[config.mk]
export PLATFORM = sky130hd
export DESIGN_NAME = wake_tag_timeout_table_flat
export DESIGN_NICKNAME = d
export VERILOG_FILES = /design/src/wtt_pkg.sv /design/src/wtt_ifs.sv /design/src/wake_tag_timeout_table.sv /design/src/wtt_cell.sv /design/src/wtt_head.sv /design/src/flat_wrapper.sv
export SDC_FILE = /design/constraint.sdc
export NUM_CORES = 1
export LEC_CHECK = 0
export BUFFER_PORTS_ARGS = -buffer_cell sky130_fd_sc_hd__buf_2
export CAP_MARGIN = 20
export CORE_MARGIN = 8
export CORE_UTILIZATION = 56
export DETAILED_ROUTE_END_ITERATION = 16
export PLACE_DENSITY = 0.75
export SYNTH_ARGS = -nofsm -noshare
export SYNTH_HDL_FRONTEND = slang
export SYNTH_HIERARCHICAL = 1
export SYNTH_SLANG_ARGS = --single-unit
[constraint.sdc]
create_clock -name clk -period 3.3 [get_ports clk]
set_clock_uncertainty 0.05 [all_clocks]
set_input_delay 0.165 -clock clk [delete_from_list [all_inputs] [get_ports clk]]
set_output_delay 0.165 -clock clk [all_outputs]
set_load 0.01 [all_outputs]
[src/wtt_pkg.sv]
package wtt_pkg;

  localparam int AddrW = 16;
  localparam int TickW = 16;

  localparam logic [1:0] OP_ADD    = 2'd0;
  localparam logic [1:0] OP_REMOVE = 2'd1;
  localparam logic [1:0] OP_TICK   = 2'd2;

  localparam logic [1:0] ST_OK      = 2'd0;
  localparam logic [1:0] ST_FAIL    = 2'd1;
  localparam logic [1:0] ST_TIMEOUT = 2'd2;

  localparam logic [TickW-1:0] TIMEOUT_RESET = 16'd100;

  typedef struct packed {
    logic [AddrW-1:0] addr;
    logic [TickW-1:0] cd;
  } slot_t;

  // per-operation controls handed to the head unit
  typedef struct packed {
    logic [1:0]       op;
    logic [AddrW-1:0] tag;
    logic [TickW-1:0] load;
    logic             allow;
    logic             done;
  } head_ctl_t;

  typedef struct packed {
    logic hit;
    logic report;
  } head_res_t;

  typedef enum logic [1:0] {
    S_IDLE,
    S_SCAN,
    S_FLUSH
  } state_t;

endpackage

[src/wtt_ifs.sv]
interface wtt_in_if;
  logic        valid;
  logic        ready;
  logic [1:0]  operation;
  logic [15:0] short_addr;

  modport source (output valid, operation, short_addr, input ready);
  modport sink (input valid, operation, short_addr, output ready);
endinterface

interface wtt_out_if;
  logic        valid;
  logic        ready;
  logic [1:0]  status;
  logic [15:0] report_addr;
  logic [4:0]  live_count;
  logic        last;

  modport source (output valid, status, report_addr, live_count, last, input ready);
  modport sink (input valid, status, report_addr, live_count, last, output ready);
endinterface

[src/wake_tag_timeout_table.sv]
// Tag table with per-entry wake timeouts. Items are taken on req only while the block
// is idle; each one rotates the ring of SLOTS slot cells once past a single head unit,
// one slot per cycle while the output register is free or being emptied, and closes
// with a flush state. The add or remove result, or the last timeout report, is
// registered from the flush state, and the next item can be taken once the block is
// back in idle. Add and remove give one result with last set; a tick gives
// one timeout report per live slot whose counter is zero, in slot order, and no result
// when there is none. The user is to write the timeout register with cfg_we/cfg_wdata
// only while idle; the block does not enforce this. A zero value loads as one.
module wake_tag_timeout_table #(
  parameter int SLOTS = 16
) (
  input  logic         clk,
  input  logic         rst,
  input  logic         cfg_we,
  input  logic [15:0]  cfg_wdata,
  wtt_in_if.sink       req,
  wtt_out_if.source    rsp
);
  import wtt_pkg::*;

  localparam int CW = $clog2(SLOTS + 1);
  localparam int IW = (SLOTS > 1) ? $clog2(SLOTS) : 1;

  state_t state, state_next;

  logic [TickW-1:0] tmo;
  logic [CW-1:0]    entry_count, entry_count_next;
  logic [IW-1:0]    scan_idx, scan_idx_next;
  logic [1:0]       op, op_next;
  logic [AddrW-1:0] tag, tag_next;
  logic             allow, allow_next;
  logic             done, done_next;
  logic             pend_v, pend_v_next;
  logic [AddrW-1:0] pend_addr, pend_addr_next;

  logic             out_v, out_v_next;
  logic [1:0]       out_status, out_status_next;
  logic [AddrW-1:0] out_addr, out_addr_next;
  logic [4:0]       out_live, out_live_next;
  logic             out_last, out_last_next;

  slot_t            ring [SLOTS];
  slot_t            head_out;
  logic [SLOTS-1:0] match;
  logic             shift, step, dup;
  head_ctl_t        ctl;
  head_res_t        hres;

  // output register is free or being emptied this cycle
  assign step  = !out_v || rsp.ready;
  assign shift = (state == S_SCAN) && step;
  assign dup   = |match;

  for (genvar i = 0; i < SLOTS; i++) begin : g_cell
    slot_t d;
    if (i == SLOTS - 1) begin : g_tail
      assign d = head_out;
    end else begin : g_mid
      assign d = ring[i+1];
    end
    wtt_cell u_cell (
      .clk   (clk),
      .rst   (rst),
      .shift (shift),
      .d     (d),
      .tag   (req.short_addr),
      .q     (ring[i]),
      .match (match[i])
    );
  end

  assign ctl = '{op:    op,
                 tag:   tag,
                 load:  (tmo == '0) ? TickW'(1) : tmo,
                 allow: allow,
                 done:  done};

  wtt_head u_head (
    .s_in  (ring[0]),
    .ctl   (ctl),
    .s_out (head_out),
    .res   (hres)
  );

  always_ff @(posedge clk) begin
    if (rst) begin
      tmo <= TIMEOUT_RESET;
    end else if (cfg_we) begin
      tmo <= cfg_wdata;
    end
  end

  always_ff @(posedge clk) begin
    if (rst) begin
      state       <= S_IDLE;
      entry_count <= '0;
      scan_idx    <= '0;
      done        <= 1'b0;
      pend_v      <= 1'b0;
      out_v       <= 1'b0;
    end else begin
      state       <= state_next;
      entry_count <= entry_count_next;
      scan_idx    <= scan_idx_next;
      done        <= done_next;
      pend_v      <= pend_v_next;
      out_v       <= out_v_next;
    end
  end

  always_ff @(posedge clk) begin
    op         <= op_next;
    tag        <= tag_next;
    allow      <= allow_next;
    pend_addr  <= pend_addr_next;
    out_status <= out_status_next;
    out_addr   <= out_addr_next;
    out_live   <= out_live_next;
    out_last   <= out_last_next;
  end

  always_comb begin
    logic ok;
    state_next       = state;
    entry_count_next = entry_count;
    scan_idx_next    = scan_idx;
    op_next          = op;
    tag_next         = tag;
    allow_next       = allow;
    done_next        = done;
    pend_v_next      = pend_v;
    pend_addr_next   = pend_addr;
    out_v_next       = out_v && !rsp.ready;
    out_status_next  = out_status;
    out_addr_next    = out_addr;
    out_live_next    = out_live;
    out_last_next    = out_last;
    ok               = done && (op == OP_ADD || op == OP_REMOVE);
    req.ready        = (state == S_IDLE);

    case (state)
      S_IDLE: begin
        if (req.valid) begin
          op_next       = req.operation;
          tag_next      = req.short_addr;
          allow_next    = (req.short_addr != '0) &&
                          !(req.operation == OP_ADD && dup);
          done_next     = 1'b0;
          scan_idx_next = '0;
          state_next    = S_SCAN;
        end
      end
      S_SCAN: begin
        if (step) begin
          done_next     = done || hres.hit;
          scan_idx_next = scan_idx + 1'b1;
          // hold one report back so the final one can carry last
          if (hres.report) begin
            if (pend_v) begin
              out_v_next      = 1'b1;
              out_status_next = ST_TIMEOUT;
              out_addr_next   = pend_addr;
              out_live_next   = 5'(entry_count);
              out_last_next   = 1'b0;
            end
            pend_v_next    = 1'b1;
            pend_addr_next = head_out.addr;
          end
          if (scan_idx == IW'(SLOTS - 1)) begin
            state_next = S_FLUSH;
          end
        end
      end
      S_FLUSH: begin
        if (step) begin
          state_next = S_IDLE;
          if (op == OP_TICK) begin
            if (pend_v) begin
              out_v_next      = 1'b1;
              out_status_next = ST_TIMEOUT;
              out_addr_next   = pend_addr;
              out_live_next   = 5'(entry_count);
              out_last_next   = 1'b1;
              pend_v_next     = 1'b0;
            end
          end else begin
            if (ok && op == OP_ADD) begin
              entry_count_next = entry_count + 1'b1;
            end else if (ok && entry_count != '0) begin
              entry_count_next = entry_count - 1'b1;
            end
            out_v_next      = 1'b1;
            out_status_next = ok ? ST_OK : ST_FAIL;
            out_addr_next   = tag;
            out_live_next   = 5'(entry_count_next);
            out_last_next   = 1'b1;
          end
        end
      end
      default: begin
        state_next = S_IDLE;
      end
    endcase
  end

  assign rsp.valid       = out_v;
  assign rsp.status      = out_status;
  assign rsp.report_addr = out_addr;
  assign rsp.live_count  = out_live;
  assign rsp.last        = out_last;

  a_idle_no_pend: assert property (@(posedge clk) disable iff (rst)
    (state == S_IDLE) |-> !pend_v)
    else $error("held timeout report left over after an item");

  a_count_range: assert property (@(posedge clk) disable iff (rst)
    entry_count <= CW'(SLOTS))
    else $error("entry count above table size");

  // a tick with nothing timed out ends with no result
  a_flush_ends: assert property (@(posedge clk) disable iff (rst)
    (state == S_FLUSH && step && (op != OP_TICK || pend_v))
      |=> (state == S_IDLE && out_v && out_last))
    else $error("item closed without a final result");

  a_fail_last: assert property (@(posedge clk) disable iff (rst)
    (out_v && out_status != ST_TIMEOUT) |-> out_last)
    else $error("add or remove result without last");

endmodule

[src/wtt_cell.sv]
module wtt_cell (
  input  logic                    clk,
  input  logic                    rst,
  input  logic                    shift,
  input  wtt_pkg::slot_t          d,
  input  logic [15:0]             tag,
  output wtt_pkg::slot_t          q,
  output logic                    match
);
  import wtt_pkg::*;

  slot_t slot;

  always_ff @(posedge clk) begin
    if (rst) begin
      slot <= '0;
    end else if (shift) begin
      slot <= d;
    end
  end

  assign q     = slot;
  assign match = (slot.addr == tag);

endmodule

[src/wtt_head.sv]
module wtt_head (
  input  wtt_pkg::slot_t    s_in,
  input  wtt_pkg::head_ctl_t ctl,
  output wtt_pkg::slot_t    s_out,
  output wtt_pkg::head_res_t res
);
  import wtt_pkg::*;

  always_comb begin
    logic [TickW-1:0] cd_dec;
    cd_dec = s_in.cd;
    s_out  = s_in;
    res    = '0;
    case (ctl.op)
      OP_ADD: begin
        if (ctl.allow && !ctl.done && s_in.addr == '0) begin
          s_out.addr = ctl.tag;
          s_out.cd   = ctl.load;
          res.hit    = 1'b1;
        end
      end
      OP_REMOVE: begin
        if (ctl.allow && !ctl.done && s_in.addr == ctl.tag) begin
          s_out   = '0;
          res.hit = 1'b1;
        end
      end
      OP_TICK: begin
        if (s_in.addr != '0) begin
          if (s_in.cd != '0) begin
            cd_dec = s_in.cd - 1'b1;
          end
          s_out.cd   = cd_dec;
          res.report = (cd_dec == '0);
        end
      end
      default: begin
      end
    endcase
  end

endmodule

[src/flat_wrapper.sv]
// flat-port wrapper written by rule: the top's interface ports become plain ports
module wake_tag_timeout_table_flat import wtt_pkg::*;
#(
  parameter int SLOTS = 16
)
  (clk, rst, cfg_we, cfg_wdata, req_valid, req_operation, req_short_addr, req_ready, rsp_valid, rsp_status, rsp_report_addr, rsp_live_count, rsp_last, rsp_ready);
  wtt_in_if req_i ();
  wtt_out_if rsp_i ();
  input  logic clk;
  input  logic rst;
  input  logic cfg_we;
  input  logic [15:0] cfg_wdata;
  input wire logic [$bits(req_i.valid)-1:0] req_valid;
  input wire logic [$bits(req_i.operation)-1:0] req_operation;
  input wire logic [$bits(req_i.short_addr)-1:0] req_short_addr;
  output wire logic [$bits(req_i.ready)-1:0] req_ready;
  output wire logic [$bits(rsp_i.valid)-1:0] rsp_valid;
  output wire logic [$bits(rsp_i.status)-1:0] rsp_status;
  output wire logic [$bits(rsp_i.report_addr)-1:0] rsp_report_addr;
  output wire logic [$bits(rsp_i.live_count)-1:0] rsp_live_count;
  output wire logic [$bits(rsp_i.last)-1:0] rsp_last;
  input wire logic [$bits(rsp_i.ready)-1:0] rsp_ready;
  assign req_i.valid = req_valid;
  assign req_i.operation = req_operation;
  assign req_i.short_addr = req_short_addr;
  assign req_ready = req_i.ready;
  assign rsp_valid = rsp_i.valid;
  assign rsp_status = rsp_i.status;
  assign rsp_report_addr = rsp_i.report_addr;
  assign rsp_live_count = rsp_i.live_count;
  assign rsp_last = rsp_i.last;
  assign rsp_i.ready = rsp_ready;
  wake_tag_timeout_table #(.SLOTS(SLOTS)) u_core (.clk(clk), .rst(rst), .cfg_we(cfg_we), .cfg_wdata(cfg_wdata), .req(req_i), .rsp(rsp_i));
endmodule
==> Yosys cells after proc, flatten, opt, wreduce, memory -nomap -nowiden <==
Cells that the tools add are included.
{ "op_classes": {"n_bitwise": 1, "reduce_logical": 38, "addsub": 4, "n_mux": 64, "eq_ne": 30} }
{ "op_table": {"columns": ["cell", "n"], "rows": [
  ["$eq 16x16->1", 17],
  ["$mux 16", 10],
  ["$mux 32", 2],
  ["$pmux 16 s2", 2],
  ["$logic_not 16->1", 3],
  ["$pmux 16 s3", 1],
  ["$reduce_bool 16->1", 3],
  ["$mux 5", 7],
  ["$mux 1", 22],
  ["$mux 2", 9],
  ["$reduce_or 16->1", 1],
  ["$sub 16x1->16 const B", 1],
  ["$logic_and 1x1->1", 10],
  ["$ne 2x1->1 const B", 5],
  ["$pmux 1 s2", 5],
  ["$pmux 5 s2", 1],
  ["$reduce_and 3->1", 3],
  ["$mux 4", 2],
  ["$pmux 4 s2", 1],
  ["$reduce_and 4->1", 2],
  ["$logic_not 2->1", 3],
  ["$pmux 2 s3", 1],
  ["$reduce_and 6->1", 1],
  ["$add 5x1->5 const B", 1],
  ["other kinds (15)", 24]
]} }
{ "totals": {"elab_cells": 184, "regBits": 601, "input_bits": 39} }

==> Logic depth before layout (Yosys ltp) <==
Gate-level depths: netlist of run 1.
{ "logic_depth": {"word_depth": 10, "ltp_mapped": 11, "mapped_depth_nobuf": 10} }

==> Cells and area by module <==
The synthesis of run 1 kept the hierarchy.
{ "by_module_without_submodules": {"columns": ["module", "seq_area_each_um2", "cells_per_inst", "area_per_inst_um2", "n_inst"], "rows": [
  ["wtt_cell", 640.6, 124, 1311.3, 16],
  ["wake_tag_timeout_table", 2372.3, 343, 3938.8, 1],
  ["wtt_head", 0.0, 194, 1342.5, 1]
]} }

==> Least setup slack after synthesis of run 1 <==
Ideal clock, no wire load.
{ "synth_timing": {"path_type": "reg2reg", "start": "register u_core.g_cell[0].u_cell.slot (netlist bit u_core/g_cell[0].u_cell/q[7])", "end": "register u_core.out_live[0] (netlist: u_core/rsp.live_count[0]) (enable)", "arrival_ns": 2.681, "setup_ns": 0.378, "path_slack_ns": 0.191, "path_stages_with_launch": 9, "cell_sequence": "dfxtp_1 -> nor4_1 -> nand4_1 -> o31a_1 -> a211o_1 -> nor4_1 -> o2bb2ai_1 -> nand2_1 -> inv_1"} }
{ "synth_lines": {"columns": ["item", "line_no", "rtl"], "rows": [
  ["start: declaration", "wtt_cell.sv:12", "slot_t slot;"],
  ["start signal: assignment", "wtt_cell.sv:16", "slot <= '0;"],
  ["start signal: assignment", "wtt_cell.sv:18", "slot <= d;"],
  ["end signal: assignment", "wake_tag_timeout_table.sv:119", "out_live <= out_live_next;"],
  ["end: declaration", "wake_tag_timeout_table.sv:40", "logic [4:0] out_live, out_live_next;"]
]} }

==> impl_metrics.py, run 1 <==
metrics = {
    "run_status": {
        "result_of_the_run": "finished clean",
    },
    "timing": {
        "final_setup_tns_ns": 0,
        "hold_viol": 0,
        "count_of_final_max_slew_check_failures": 0,
        "post-route-min-period_ns": 3.00,
        "fmax_mhz": 334,
        "setup_viol": 0,
        "unrepaired_setup_endpoints_after_global_routing": "no",
        "period_share": 0.908,
        "timing.max_slew.rel_slack": 0.383,
        "worst_slew_pin_slew_ns": 0.926,
    },
    "yosys": {
        "most_used_standard_cell_by_instance_count_after_synthesis": "sky130_fd_sc_hd__nor2_1",
        "post_synth.cell_area_avg_sq_um": 10.4,
        "ys_seq_area_frac": 0.481,
        "synth_cell_type_count": 70,
        "synth.area.top_cells": "sky130_fd_sc_hd__dfxtp_1, sky130_fd_sc_hd__mux2i_1, sky130_fd_sc_hd__xnor2_1",
        "synth_area_leader_cell": "sky130_fd_sc_hd__dfxtp_1",
        "post_synth_arst_share": 0,
        "ranking_of_synthesized_cells_by_instance_count": "sky130_fd_sc_hd__nor2_1, sky130_fd_sc_hd__mux2i_1, sky130_fd_sc_hd__dfxtp_1",
        "yosys_warnings": 6,
        "syn_nets": 2569,
        "synth_edf_count": 59,
        "postSynth.topFlopCell": "sky130_fd_sc_hd__dfxtp_1",
        "mappedNetlistArea_sq_um": 26300,
        "ys_ff_latch": 601,
        "synth_cells": 2521,
        "yosysTopAreaCellShare": 0.413,
    },
    "floorplanning": {
        "io_pins": 65,
        "total_die_area_sq_um": 54100,
        "die_w_um": 233,
        "initial_core_util": 0.565,
        "number_of_cell_rows": 79,
        "die_h_um": 233,
        "floorplan.core_area_sq_um": 46500,
    },
    "layout": {
        "filler_cell_count": 3646,
        "layout.area.seq_sq_um": 12600,
        "post_synthesis_to_final_layout_area_growth_pct": 11.4,
        "layout_cell_share_with_drive_strength_beyond_1": 0.0886,
        "layout.cell_area.non_filler_sq_um": 29300,
        "footprint_of_the_multi_input_gates_sq_um": 12600,
        "final_core_util": 0.630,
        "num-nets-final": 2623,
    },
    "placement": {
        "buffers_on_ports": 64,
        "gpl.final_weighted_congestion": 0.859,
        "dpl_cell_area_sq_um": 26800,
        "detailedPlacementHpwl_mm": 38.3,
    },
    "clocking": {
        "cts_buffer_depth": 3,
        "cts-buffers-inserted": 59,
        "cts_root_buf": "sky130_fd_sc_hd__clkbuf_16",
        "clock_insertion_delay_worst_skew_ns": 0.63,
        "tritoncts_num_sinks": 601,
        "htreeDepth": 2,
        "post-cts-setup-buffers": 0,
        "tritoncts_clock_tree": "built",
        "clk_pin_slew_worst_paths_ns": 0.06,
    },
    "drt": {
        "drt_wl_total_mm": 58.1,
        "route.detailed.wl_per_inst_um": 18.0,
        "drc": 0,
        "ant_nets": 0,
        "number_of_iterations_in_the_first_detailed_routing_pass": 5,
        "vias_per_cell": 5.60,
        "dr_total_vias": 18100,
        "detailedRoute.firstIterationViolations": 1600,
    },
    "critical_path": {
        "worstSetupPathType": "register to register",
        "worst_ep_required_time_ns": 3.59,
        "crit_path_frequent_cell": "sky130_fd_sc_hd__inv_1",
        "critical_path_peak_fanout": 23,
        "worstPathCellList": "inv_1 -> ha_1 -> nor4b_1 -> and4_1 -> nor2_1 -> xor2_1 -> nor4_2 -> buf_4 -> o2bb2ai_1 -> nand2_1 -> inv_1 -> buf_12",
        "worstSetupStartpointType": "register",
        "arrival_ns": 3.28,
        "critical_path.slowest_cell": "sky130_fd_sc_hd__and4_1",
        "worst_path_largest_cell_delay_ns": 0.43,
        "setup.worst_path.end_class": "register",
    },
    "power_and_ir_drop": {
        "leakage_nw": 10.4,
        "power_mw": 19.9,
        "peakVddDrop_v": 0.000630,
        "power-per-cell-area_nw_per_um2": 679,
    },
    "global_route": {
        "grt_first_pass_wirelength_mm": 94.3,
        "global_route.usage.total": 0.211,
        "grt_ovf": 0,
        "antenna_violations_before_repair": 2,
        "maximum_number_of_pins_on_one_net_before_global_route_repair": 104,
        "first_global_vias": 17500,
    },
    "run": {
        "max-cap-violations": 0,
    },
    "min_path": {
        "timing.hold.worst.class": "input pin to register",
    },
}
state kept, by name, summed over array words and instances, names as in the netlist, 2 cells and up:
name                    cells
u_core/entry_count          5
u_core/g_cell.u_cell/q    512
u_core/op                   2
u_core/pend_addr           16
u_core/rsp.live_count       5
u_core/rsp.report_addr     16
u_core/rsp.status           2
u_core/scan_idx             4
u_core/state                2
u_core/tag                 16
u_core/tmo                 16
cell type report:
type,count,share of cell area
antenna,1,0.0000855
clock buffer,81,0.0571
clock inverter,24,0.0115
inverter,22,0.00282
multi-input combinational,1745,0.429
sequential,601,0.431
tap,607,0.0260
timing repair buffer,146,0.0417
where the power goes:
group	switching (mW)	internal, mW	leakage (nW)
combinational	2.77	2.18	4.50
sequential	0.241	7.81	4.92
clock	2.86	4.02	0.983
stage by stage:
| step | instances | setup slack, ns | hold WS [ns] |
|---|---|---|---|
| floorplan | 2521 | 0.191 | 0.187 |
| global placement | 3081 | 0.227 | 0.348 |
| detailed placement | 3081 | 0.243 | 0.349 |
| CTS | 3226 | 0.221 | 0.00436 |
| global route | 3226 | 0.0477 | 0.0242 |
| finish | 3227 | 0.305 | 0.0293 |
worst max-delay path: cells and delay by family, from the launching register on:
kind,cells,cell delay (ns)
simple gates,5,1.17
buf+inv,4,0.61
flops,1,0.34
fa+ha+maj,1,0.21
xor+xnor,1,0.17
compound gates,1,0.14
cells by family after synthesis:
kind of cell,count (synthesis),share of synthesized area
compound gates,137,0.0376
simple gates,778,0.136
fa+ha+maj,9,0.00429
mux,547,0.208
xor+xnor,274,0.0914
buf+inv,175,0.0418
flops,601,0.481
cell usage in the layout (no fill, tap or decap), types with 10 or more instances in the layout:
master,count
sky130_fd_sc_hd__nor3_1,13
sky130_fd_sc_hd__xnor2_1,265
sky130_fd_sc_hd__nand2_1,31
sky130_fd_sc_hd__mux2i_1,547
sky130_fd_sc_hd__clkbuf_1,13
sky130_fd_sc_hd__nor2_1,547
sky130_fd_sc_hd__nand3_1,12
sky130_fd_sc_hd__a21oi_1,18
sky130_fd_sc_hd__dlygate4sd3_1,40
sky130_fd_sc_hd__nand4_1,75
sky130_fd_sc_hd__edfxtp_1,59
sky130_fd_sc_hd__o21ai_0,29
sky130_fd_sc_hd__buf_2,63
sky130_fd_sc_hd__a22o_1,16
sky130_fd_sc_hd__clkinv_2,10
sky130_fd_sc_hd__clkbuf_16,61
sky130_fd_sc_hd__dfxtp_1,542
sky130_fd_sc_hd__buf_12,14
sky130_fd_sc_hd__nor4_1,23
sky130_fd_sc_hd__nor4_2,17
sky130_fd_sc_hd__buf_4,28
sky130_fd_sc_hd__o21ai_1,10
sky130_fd_sc_hd__inv_1,21
path summary, 6_finish.rpt:
path | depth (start not counted) | end | from | slack (ns)
max reg2reg | 12 | u_core/rsp.report_addr[5]$_DFFE_PP_ | u_core/g_cell[0].u_cell/q[0]$_SDFFE_PP0P_ | 0.30
max | 12 | u_core/rsp.report_addr[5]$_DFFE_PP_ | u_core/g_cell[0].u_cell/q[0]$_SDFFE_PP0P_ | 0.30
min reg2reg | 2 | u_core/g_cell[5].u_cell/q[5]$_SDFFE_PP0P_ | u_core/g_cell[6].u_cell/q[5]$_SDFFE_PP0P_ | 0.44
min | 1 | u_core/tag[0]$_DFFE_PP_ | req_short_addr[0] | 0.03
routing by layer:
metal  track usage  share of wire  vias to the layer above
met5             0              0                        -
met4        0.0504          0.018                        0
met3        0.0353          0.052                       87
met2         0.326           0.44                      456
met1         0.304           0.49                     8722
li1              -              -                     8808
repair_timing:
item	CTS	global route
hold buffers	40	0
endpoints found under the setup margin	0	23
gates resized for setup	0	2
endpoints found under the hold margin	84	0
Power figures use the tool's default switching activity.
==> run 2, diff against run 1 <==
--- a/config.mk
+++ b/config.mk
@@ -6,9 +6,10 @@
 export NUM_CORES = 1
 export LEC_CHECK = 0
 export BUFFER_PORTS_ARGS = -buffer_cell sky130_fd_sc_hd__buf_2
-export CAP_MARGIN = 20
+export CAP_MARGIN = 40
 export CORE_MARGIN = 8
 export CORE_UTILIZATION = 56
+export CTS_BUF_LIST = sky130_fd_sc_hd__clkbuf_8 sky130_fd_sc_hd__clkbuf_16
 export DETAILED_ROUTE_END_ITERATION = 16
 export PLACE_DENSITY = 0.75
 export SYNTH_ARGS = -nofsm -noshare
==> run 2 against run 1 <==
Global-route usage barely moved. Design area rose by 0.40%. Worst setup slack got worse by 0.031 ns. Die area did not move. Largest power group unchanged. Highest routed layer unchanged. Non-clock buffer count rose by 6. Sequential power barely moved.
==> impl_metrics.py, run 2 (synthesis gave the netlist of run 1 again) <==
metrics = {
    "critical_path": {
        "arrival_ns": 3.48,
        "cp-startpoint": "u_core/op[1]$_DFFE_PP_",
        "reg2reg_setup_slack_ns": 0.27,
        "worst_ep_required_time_ns": 3.75,
        "critical_path_peak_fanout": 9,
        "capturing_point_of_the_worst_reg2reg_path": "u_core/g_cell[15].u_cell/q[24]$_SDFFE_PP0P_",
        "worst-r2r-cell-count": 8,
        "worstSetupStartpointType": "register",
        "timing.rr.start": "u_core/op[1]$_DFFE_PP_",
        "worstSetupPathType": "register to register",
        "worst_setup_path_endpoint": "u_core/g_cell[15].u_cell/q[24]$_SDFFE_PP0P_",
        "setup.worst_path.end_class": "register",
    },
    "layout": {
        "layout_cell_share_with_drive_strength_beyond_1": 0.0930,
        "post_synthesis_to_final_layout_area_growth_pct": 11.8,
        "filler_cell_count": 3637,
        "layout.cell_area.non_filler_sq_um": 29400,
        "num-nets-final": 2630,
        "largest_register_ff_count": 512,
        "final_core_util": 0.632,
        "mostFrequentLayoutCells": "sky130_fd_sc_hd__mux2i_1, sky130_fd_sc_hd__nor2_1, sky130_fd_sc_hd__dfxtp_1, sky130_fd_sc_hd__xnor2_1, sky130_fd_sc_hd__nand4_1",
        "final-instance-count-excl-fill": 3242,
    },
    "placement": {
        "place_ws_ns": 0.246,
        "dpl_cell_area_sq_um": 26900,
        "detailedPlacementHpwl_mm": 38.3,
        "buffers_on_ports": 64,
        "gpl.final_weighted_congestion": 0.859,
        "dp.cells": 3083,
    },
    "power_and_ir_drop": {
        "power.share.clock": 0.347,
        "switching_fraction_of_total_power": 0.296,
        "fraction_of_power_consumed_by_combinational_cells": 0.250,
        "leakage_nw": 10.5,
        "share_of_power_burned_in_registers": 0.402,
        "power-per-cell-area_nw_per_um2": 681,
        "peakVddDrop_v": 0.000802,
        "internal_power_mw": 14.1,
        "p_switching_mw": 5.92,
    },
    "floorplanning": {
        "die_w_um": 233,
        "total_die_area_sq_um": 54100,
        "floorplan.core_area_sq_um": 46500,
        "initial_core_util": 0.565,
        "io_pins": 65,
        "number_of_cell_rows": 79,
        "die_h_um": 233,
    },
    "drt": {
        "detailedRoute.firstIterationViolations": 1469,
        "ant_nets": 0,
        "drt_wl_total_mm": 58.3,
        "vias_per_cell": 5.59,
        "route.detailed.wl_per_inst_um": 18.0,
        "drc": 0,
        "dr_total_vias": 18100,
        "number_of_iterations_in_the_first_detailed_routing_pass": 6,
    },
    "min_path": {
        "hold_start": "req_short_addr[6]",
        "timing.hold.worst.class": "input pin to register",
    },
    "global_route": {
        "grt_util_met1": 0.296,
        "globalRouteMet3Util": 0.0466,
        "grt.met2_usage": 0.322,
        "first_global_vias": 17600,
        "grt_first_pass_wirelength_mm": 94.0,
        "maximum_number_of_pins_on_one_net_before_global_route_repair": 104,
        "global_route.peak_usage_layer": "met2",
        "antenna_violations_before_repair": 1,
        "grt_ovf": 0,
        "global_route.usage.total": 0.211,
    },
    "timing": {
        "timing.max_slew.rel_slack": 0.512,
        "post-route-min-period_ns": 3.03,
        "layout_setup_ws_ns": 0.274,
        "hold_viol": 0,
        "period_share": 0.917,
        "final_setup_tns_ns": 0,
        "count_of_final_max_slew_check_failures": 0,
        "fmax_mhz": 330,
        "worst_slew_pin_slew_ns": 0.722,
        "setup_viol": 0,
        "unrepaired_setup_endpoints_after_global_routing": "no",
    },
    "clocking": {
        "cts_buffer_depth": 3,
        "htreeDepth": 2,
        "post-cts-setup-buffers": 0,
        "cts-buffers-inserted": 60,
        "clk_pin_slew_worst_paths_ns": 0.06,
        "tritoncts_clock_tree": "built",
        "cts_root_buf": "sky130_fd_sc_hd__clkbuf_16",
        "tritoncts_num_sinks": 601,
        "clock_insertion_delay_worst_skew_ns": 0.64,
    },
    "run": {
        "max-cap-violations": 0,
    },
    "run_status": {
        "result_of_the_run": "finished clean",
    },
}
[run 2: cell types whose count changed in the layout (fill, tap and decap cells not counted), sizes merged]
| cell | before | now |
|---|---|---|
| dlygate4sd3 | 40 | 44 |
| inv | 23 | 39 |
| clkinv | 16 | 17 |
| clkbuf | 81 | 71 |
| clkinvlp | 1 | 3 |
| buf | 106 | 108 |
[run 2: worst min-delay path by stage]
stage	end	slack, ns	cells after the start
2_1_floorplan	u_core/g_cell[0].u_cell/q[15]$_SDFFE_PP0P_	0.19	1
3_3_place_gp	u_core/tmo[15]$_SDFFE_PP0P_	0.35	3
3_5_place_dp	u_core/op[0]$_DFFE_PP_	0.35	1
4_1_cts	u_core/tag[5]$_DFFE_PP_	0.007	1
5_1_grt	u_core/tag[0]$_DFFE_PP_	0.02	1
6_report	u_core/tag[6]$_DFFE_PP_	0.05	1
[run 2: routing by layer]
layer,share of wire,vias up
li1,-,8849
met5,0,-
met4,0.022,0
met3,0.067,89
met1,0.47,8717
met2,0.44,471
[run 2: power groups by stage]
stage | sequential, mW | clock [mW] | combinational [mW]
2_1_floorplan | 8.20 | 0 | 4.34
3_3_place_gp | 8.19 | 0 | 4.83
3_5_place_dp | 8.20 | 0 | 4.93
4_1_cts | 8.04 | 7.09 | 5.00
5_1_grt | 8.07 | 7.39 | 5.30
6_report | 8.05 | 6.95 | 5.00
[run 2: cell type report]
type,count,area [sq um],share of cell area
inverters,22,82.6,0.00281
flip-flops and latches,601,12600,0.430
clock inverters,43,387,0.0132
repair buffers,152,1300,0.0443
diodes,1,2.50,0.0000852
multi-input cells,1745,12600,0.427
well taps,607,759,0.0259
clock buffers,71,1660,0.0567
[run 2: repair_timing]
item                                    4_1_cts  5_1_grt
hold buffers                                 44        0
endpoints found under the setup margin        0       23
endpoints found under the hold margin        83        0
gates resized for setup                       0        2
[run 2: worst max-delay path, stage by stage (launching register included)]
cell and delay (ns):
sky130_fd_sc_hd__edfxtp_1 0.45, sky130_fd_sc_hd__or3b_1 0.48, sky130_fd_sc_hd__or4_1 0.56, sky130_fd_sc_hd__nor3_1 0.41, sky130_fd_sc_hd__a21oi_2 0.27, sky130_fd_sc_hd__buf_6 0.21
sky130_fd_sc_hd__a22o_1 0.20, sky130_fd_sc_hd__mux2i_1 0.19, sky130_fd_sc_hd__nor2_1 0.06
[run 2: stage by stage]
stage	power [mW]	hold slack, ns
finish	20.0	0.0473
global route	20.8	0.0246
CTS	20.1	0.00694
detailed placement	13.1	0.354
global placement	13.0	0.348
floorplan	12.5	0.187
